<file path="config.mk">
export PLATFORM = sky130hd
export DESIGN_NAME = cstl_update
export DESIGN_NICKNAME = d
export VERILOG_FILES = /design/src/rtl/core/cstl_pkg.sv /design/src/rtl/core/cstl_update.sv
export SDC_FILE = /design/constraint.sdc
export NUM_CORES = 1
export LEC_CHECK = 0
export ABC_CLOCK_PERIOD_IN_PS = 28800
export BUFFER_PORTS_ARGS = -buffer_cell sky130_fd_sc_hd__buf_2
export CORE_ASPECT_RATIO = 2
export CORE_MARGIN = 1
export CORE_UTILIZATION = 30
export DETAILED_ROUTE_END_ITERATION = 12
export GPL_TIMING_DRIVEN = 1
export PLACE_DENSITY = 0.58
export SLEW_MARGIN = 20
export SYNTH_ARGS = -nofsm -noshare
export SYNTH_HDL_FRONTEND = slang
export SYNTH_SLANG_ARGS = --single-unit
</file>
<file path="constraint.sdc">
create_clock -name vclk -period 28.8
set_clock_uncertainty 0.2 [all_clocks]
set_input_delay 5.76 -clock vclk [all_inputs]
set_output_delay 5.76 -clock vclk [all_outputs]
set_load 0.03 [all_outputs]
</file>
<file path="src/rtl/core/cstl_pkg.sv">
// Types and constants of the set-associative cache tag store.
// No dependencies; used by every module of the block.
package cstl_pkg;

   localparam int ADDR_WIDTH   = 32;
   localparam int MAX_WAYS     = 8;
   localparam int MAX_SET_BITS = 8;
   localparam int NUM_SETS     = 1 << MAX_SET_BITS;
   localparam int SET_BITS     = MAX_SET_BITS;
   localparam int WAY_BITS     = 3;
   localparam int NWAY_BITS    = 4;
   localparam int LRU_BITS     = 4;
   localparam int TAG_BITS     = ADDR_WIDTH;
   localparam int CSR_DATA_BITS = 5;

   localparam logic [4:0] OFFSET_BITS_RESET = 5'd5;
   localparam logic [3:0] INDEX_BITS_RESET  = 4'd6;
   localparam logic [3:0] NUM_WAYS_RESET    = 4'd4;
   localparam logic       USE_LRU_RESET     = 1'b1;

   typedef enum logic [1:0] {
      CSR_OFFSET_BITS = 2'd0,
      CSR_INDEX_BITS  = 2'd1,
      CSR_NUM_WAYS    = 2'd2,
      CSR_USE_LRU     = 2'd3
   } csr_index_type;

   typedef enum logic [2:0] {
      ST_CLEAR  = 3'b001,
      ST_IDLE   = 3'b010,
      ST_LOOKUP = 3'b100
   } state_type;

   typedef struct packed {
      logic [ADDR_WIDTH-1:0] address;
      logic [2:0]            random_way;
   } req_type;

   typedef struct packed {
      logic       hit;
      logic [2:0] way;
   } rsp_type;

   // One set's valid bits and LRU counters, kept as one memory row.
   typedef struct packed {
      logic [MAX_WAYS-1:0]               valid;
      logic [MAX_WAYS-1:0][LRU_BITS-1:0] lru;
   } meta_type;

   typedef logic [MAX_WAYS-1:0][TAG_BITS-1:0] tag_row_type;

   // Outcome of one lookup, handed from the update logic to the top level.
   typedef struct packed {
      logic                hit;
      logic [WAY_BITS-1:0] way;
      meta_type            meta;
   } upd_type;

   localparam meta_type META_RESET = '{valid: '0, lru: {MAX_WAYS{LRU_BITS'(1)}}};

endpackage

</file>
<file path="src/rtl/core/cstl_update.sv">
// Hit search, victim choice and LRU counter update for one set.
// Depends on cstl_pkg; purely combinational.
module cstl_update
   import cstl_pkg::*;
(
   input  meta_type             meta,
   input  tag_row_type          tags,
   input  logic [TAG_BITS-1:0]  tag,
   input  logic [2:0]           rnd,
   input  logic [NWAY_BITS-1:0] nways,
   input  logic                 use_lru,
   output upd_type              upd
);

   logic [MAX_WAYS-1:0] in_use;
   logic [MAX_WAYS-1:0] match;
   logic [MAX_WAYS-1:0] free;
   logic                hit;
   logic                any_free;
   logic [WAY_BITS-1:0] hit_way;
   logic [WAY_BITS-1:0] free_way;
   logic [WAY_BITS-1:0] lru_way;
   logic [WAY_BITS-1:0] rnd_way;
   logic [WAY_BITS-1:0] sel;
   logic [LRU_BITS-1:0] mine;
   meta_type            meta_new;

   always_comb begin
      for (int w = 0; w < MAX_WAYS; w++) begin
         in_use[w] = NWAY_BITS'(w) < nways;
         match[w]  = in_use[w] && meta.valid[w] && (tags[w] == tag);
         free[w]   = in_use[w] && !meta.valid[w];
      end

      hit      = 1'b0;
      any_free = 1'b0;
      hit_way  = '0;
      free_way = '0;
      // Downward scan so that the lowest matching or free way wins.
      for (int w = MAX_WAYS - 1; w >= 0; w--) begin
         if (match[w]) begin
            hit     = 1'b1;
            hit_way = WAY_BITS'(w);
         end
         if (free[w]) begin
            any_free = 1'b1;
            free_way = WAY_BITS'(w);
         end
      end

      // Smallest counter, lowest way on ties.
      lru_way = '0;
      for (int w = 1; w < MAX_WAYS; w++) begin
         if (in_use[w] && (meta.lru[w] < meta.lru[lru_way])) begin
            lru_way = WAY_BITS'(w);
         end
      end

      if ({1'b0, rnd} < nways) begin
         rnd_way = rnd;
      end else begin
         rnd_way = WAY_BITS'(nways - NWAY_BITS'(1));
      end

      if (hit) begin
         sel = hit_way;
      end else if (any_free) begin
         sel = free_way;
      end else if (use_lru) begin
         sel = lru_way;
      end else begin
         sel = rnd_way;
      end

      meta_new            = meta;
      meta_new.valid[sel] = 1'b1;
      mine                = meta.lru[sel];
      if (use_lru) begin
         for (int j = 0; j < MAX_WAYS; j++) begin
            if (in_use[j] && (WAY_BITS'(j) != sel) && meta.valid[j] &&
                (meta.lru[j] > mine)) begin
               meta_new.lru[j] = meta.lru[j] - LRU_BITS'(1);
            end
         end
         meta_new.lru[sel] = LRU_BITS'(nways);
      end

      upd.hit  = hit;
      upd.way  = sel;
      upd.meta = meta_new;
   end

endmodule

</file>
== After elaboration in Yosys (flattened, before gate mapping) ==
Cells that the tools add are included.

* Eq/ne operators: 15
* Magnitude comparators: 32
* Bitwise logic cells: 1
* Muxes and demuxes: 79
* $add $sub $neg: 9
* Reduce and logical (&&, ||, !) cells: 65

{| class="wikitable"
|+ Operators with widths
! kind !! number
|-
| equality test 32 bit || 8
|-
| 2-to-1 mux 4 bit || 24
|-
| binary-select mux 4 bit (select 3 bit) || 7
|-
| 2-to-1 mux 3 bit || 26
|-
| logical AND 1 bit || 56
|-
| bitwise mux 32 bit || 1
|-
| > comparator 4 bit || 8
|-
| 2-to-1 mux 32 bit || 1
|-
| subtractor 4 x 1 -> 4 bit, second input constant || 8
|-
| less-than comparator 3 x 4 -> 1 bit, second input constant || 7
|-
| less-than comparator 4 bit || 7
|-
| 2-to-1 mux 1 bit || 18
|-
| less-than comparator 3 x 4 -> 1 bit, first input constant || 4
|-
| demux 4 bit (select 3 bit) || 1
|-
| inequality test 3 bit, first input constant || 4
|-
| zero test 1 bit || 8
|-
| less-than comparator 1 x 4 -> 1 bit, first input constant || 2
|-
| less-than comparator 2 x 4 -> 1 bit, first input constant || 2
|-
| OR 8 bit || 1
|-
| inequality test 2 x 3 -> 1 bit, first input constant || 2
|-
| less-than comparator 3 x 4 -> 1 bit || 1
|-
| demux 1 bit (select 3 bit) || 1
|-
| >= comparator 3 x 1 -> 1 bit, second input constant || 1
|-
| inequality test 1 x 3 -> 1 bit, first input constant || 1
|-
| other kinds (2) || 2
|}

* Word-level logic and storage cells: 201
* Input port bits: 336
* Output and inout port bits: 44
* Flip-flop bits (word level): 0

== Logic depth before layout (Yosys ltp) ==
* Depth in word-level cells: 44
* Depth in mapped cells: 73
* Gate-level depth less buffers: 70

== Worst setup path before layout ==
Ideal clock, no wire load.

* Path kind: in2out
* From: input meta[2] (netlist name)
* To: output upd[11] (netlist name)
* Arrival time: 19221 ps
* Data required time: 22840 ps
* Path slack: 3619 ps
* Buffers on the path: 4
* Stages on the path: 71
* Path through: inv_1 -> ha_1 -> a21oi_1 -> o21ai_1 -> a211oi_2 -> buf_4 -> nor2_1 -> a21oi_1 -> ha_1 -> a21oi_1 -> nand2_1 -> a21oi_1 -> mux2_2 -> ha_1 -> o2bb2ai_2 -> nor4_1 -> nand2_1 -> o21ai_1 -> (+35 left out) -> nor2_1 -> nor3_1 -> a41o_1 -> buf_4 -> inv_2 -> buf_6 -> mux2i_1 -> mux2i_1 -> o21ai_0 -> ha_1 -> o21a_1 -> o21a_1 -> o21ai_0 -> inv_1 -> nand4_1 -> or2_2 -> mux2i_1 -> a2bb2oi_1

{| class="wikitable"
|+ RTL lines
! element !! line !! RTL
|-
| start, declared || cstl_update.sv:6 || <nowiki>input meta_type meta,</nowiki>
|-
| end, declared || cstl_update.sv:12 || <nowiki>output upd_type upd</nowiki>
|}

==> metrics.txt <==
# TYPE chip_impl_metric gauge
chip_impl_metric{name="maximum_fanout_encountered_on_the_critical_timing_path",unit=""} 14
chip_impl_metric{name="boundaryPins",unit=""} 380
chip_impl_metric{name="switching_power",unit="uW"} 239
chip_impl_metric{name="hold_viol_final",unit=""} 0
chip_impl_metric{name="clock_power_share",unit=""} 0
chip_impl_metric{name="fin_nets",unit=""} 1823
chip_impl_metric{name="gp_congestion",unit=""} 1.05
chip_impl_metric{name="grt_util_met3",unit=""} 0.0441
chip_impl_metric{name="distinct_cell_type_count_of_the_synthesized_netlist",unit=""} 86
chip_impl_info{name="crit_path_start_kind",value="input port"} 1
chip_impl_info{name="timing.critical_path.to_type",value="output pin"} 1
chip_impl_metric{name="drt-wirelength-per-cell",unit="microns"} 26.7
chip_impl_metric{name="post-place-ws",unit="ns"} 0.801
chip_impl_metric{name="grt_first_pass_wirelength",unit="mm"} 66.5
chip_impl_metric{name="internal-power",unit="uW"} 137
chip_impl_metric{name="worst_path_largest_cell_delay",unit="ns"} 0.47
chip_impl_metric{name="ff_latch_area",unit="sq um"} 0
chip_impl_info{name="grt_most_used_layer",value="met2"} 1
chip_impl_metric{name="grt.met1_usage",unit=""} 0.268
chip_impl_metric{name="worst_ep_required_time",unit="ns"} 22.84
chip_impl_metric{name="setup_viol",unit=""} 0
chip_impl_metric{name="seq_area_frac_synth",unit=""} 0
chip_impl_metric{name="yosysWarningCount",unit=""} 0
chip_impl_metric{name="arrival",unit="ns"} 21.56
chip_impl_metric{name="grt_util_met2",unit=""} 0.661
chip_impl_metric{name="setup_ws",unit="ns"} 1.28
chip_impl_info{name="ys_top_cells_by_count",value="sky130_fd_sc_hd__xor2_1 (204), sky130_fd_sc_hd__nor4_1 (71), sky130_fd_sc_hd__ha_1 (66), sky130_fd_sc_hd__nand2_1 (62), sky130_fd_sc_hd__nor2_1 (62)"} 1
chip_impl_metric{name="max_cap_violations",unit=""} 0
chip_impl_info{name="yosys.cell_count.top_type",value="sky130_fd_sc_hd__xor2_1"} 1
chip_impl_metric{name="tightest_slew",unit="ns"} 1.22
chip_impl_metric{name="setup-tns-final",unit="ns"} 0
chip_impl_metric{name="finish.utilization",unit=""} 0.382
chip_impl_metric{name="sequential_cell_total",unit=""} 0
chip_impl_metric{name="final_max_slew_viol_count",unit=""} 0
chip_impl_metric{name="portBuffers",unit=""} 380
chip_impl_metric{name="vias_per_inst",unit=""} 5.89
chip_impl_metric{name="postCtsHoldBufs",unit=""} 0
chip_impl_metric{name="power.density",unit="nW/um^2"} 37.5
chip_impl_metric{name="timing.final.crit_share",unit=""} 0.956
chip_impl_metric{name="fp_rows",unit=""} 84
chip_impl_metric{name="die_area",unit="sq um"} 27300
chip_impl_metric{name="ir_drop",unit="mV"} 0.0228
chip_impl_metric{name="max_freq",unit="MHz"} 36.3
chip_impl_info{name="critPathSlowestCell",value="sky130_fd_sc_hd__a211oi_1"} 1
chip_impl_metric{name="first_global_vias",unit=""} 11000
chip_impl_info{name="synth.largest_area_cell",value="sky130_fd_sc_hd__xor2_1"} 1
chip_impl_info{name="run_status",value="finished clean"} 1
chip_impl_metric{name="dp_hpwl",unit="mm"} 40.5
chip_impl_metric{name="synthCells",unit=""} 1089
chip_impl_metric{name="syn2layout_area_growth",unit="%"} 25.5
chip_impl_metric{name="net_count_after_synthesis",unit=""} 1491
chip_impl_metric{name="floorplan.initialDensity",unit=""} 0.304
chip_impl_metric{name="grt-ovfl-total",unit=""} 0
chip_impl_metric{name="finalWorstPathRequiredPeriod",unit="ns"} 27.52
chip_impl_metric{name="die_h",unit="microns"} 233
chip_impl_metric{name="synth.avg_cell_area",unit="sq um"} 7.34
chip_impl_info{name="hp-class",value="input port to output pin"} 1
chip_impl_metric{name="chipWidth",unit="microns"} 117
chip_impl_metric{name="pin_count_of_the_biggest_net_entering_global_routing",unit=""} 41
chip_impl_metric{name="count_of_vias_placed_by_the_detailed_router",unit=""} 10400
chip_impl_metric{name="drc",unit=""} 0
chip_impl_info{name="crit_family",value="compound AO/OA/AOI/OAI gates"} 1
chip_impl_info{name="grt_setup_unrepaired",value="false"} 1
chip_impl_metric{name="worst_slew_margin_rel",unit=""} 0.179
chip_impl_metric{name="antenna_violations_before_repair",unit=""} 5
chip_impl_metric{name="grt.total_usage",unit=""} 0.332
chip_impl_metric{name="core-area",unit="sq um"} 26300
chip_impl_metric{name="drt_iter0_markers",unit=""} 471
chip_impl_metric{name="post-synth-top-area-fraction",unit=""} 0.224
chip_impl_metric{name="leakage_power_figure",unit="nW"} 4.52
chip_impl_metric{name="layout.clock_buffers",unit=""} 0
chip_impl_metric{name="final_area",unit="sq um"} 10000
chip_impl_metric{name="power",unit="uW"} 376
chip_impl_metric{name="p_comb_frac",unit=""} 1.000
chip_impl_metric{name="synth_area",unit="sq um"} 7990
chip_impl_metric{name="wl",unit="mm"} 47.3
chip_impl_metric{name="place_area",unit="sq um"} 9980
chip_impl_metric{name="critical_path.n_buffers_inverters",unit=""} 6
chip_impl_metric{name="antenna_violating_nets_post_route",unit=""} 0
chip_impl_metric{name="netSwitchingFraction",unit=""} 0.635
chip_impl_info{name="synth_area_leaders",value="sky130_fd_sc_hd__xor2_1 (22%), sky130_fd_sc_hd__ha_1 (10%), sky130_fd_sc_hd__xnor2_1 (5.8%)"} 1
chip_impl_metric{name="drive_gt1_frac",unit=""} 0.306
chip_impl_metric{name="drt_pre_antenna_iters",unit=""} 5
chip_impl_info{name="critPathKind",value="input port to output pin"} 1
chip_impl_metric{name="p_seq_frac",unit=""} 0
## repair_timing
item	CTS	global route
buffers inserted	0	2
endpoints found under the setup margin	0	32
gates resized for setup	0	4
## power groups by stage
| stage | Combinational (mW) | Sequential (mW) | Clock, mW |
|---|---|---|---|
| global placement | 0.364 | 0 | 0 |
| finish | 0.376 | 0 | 0.0000000326 |
| detailed placement | 0.367 | 0 | 0 |
| floorplan | 0.249 | 0 | 0 |
| CTS | 0.368 | 0 | 0 |
| global route | 0.404 | 0 | 0.0000000140 |
## logic make-up after synthesis
family | count (synthesis) | synth area share
compound gates | 248 | 0.235
fa+ha+maj | 66 | 0.103
mux | 34 | 0.0431
simple gates | 385 | 0.268
buf+inv | 99 | 0.0681
xor+xnor | 257 | 0.282
## final cells by class
cell class / count / area, sq um
antenna: 7 / 17.5
fill: 2939 / 16200
inverter: 41 / 154
multi-input combinational: 990 / 7460
tap: 344 / 430
timing repair buffer: 388 / 1960
## worst min-delay path, delay by kind of cell
family,cells,cell delay [ns]
buf+inv,2,0.30
simple gates,1,0.11
## cells in the final DEF, fill, tap and decap left out, drive strengths merged, types with 14 or more instances in the layout
cell type  instances
buf              388
xor2             204
nor4              72
ha                66
nand2             63
nor2              62
xnor2             53
a21oi             51
nand4             46
inv               41
o21ai             36
mux2i             31
nor3              27
nand3             22
o21a              22
nor2b             19
a22oi             19
o211ai            14
## routing by layer
layer | wire (microns) | share of wire
met3 | 2620 | 0.056
met5 | 0 | 0
met1 | 13800 | 0.29
met4 | 5280 | 0.11
met2 | 25600 | 0.54
## worst paths after layout
kind                      from      end  slack [ns]  cells after the start
worst max-delay path   meta[2]  upd[11]        1.28                     71
worst min-delay path  meta[33]  upd[33]       11.73                      3
## metrics by stage
| step | instances | hold slack (ns) |
|---|---|---|
| 4_1_cts | 1761 | 11.74 |
| 6_report | 1770 | 11.73 |
| 2_1_floorplan | 1089 | 11.50 |
| 3_5_place_dp | 1761 | 11.74 |
| 5_1_grt | 1766 | 11.75 |
| 3_3_place_gp | 1761 | 11.74 |
Power figures use the tool's default switching activity.
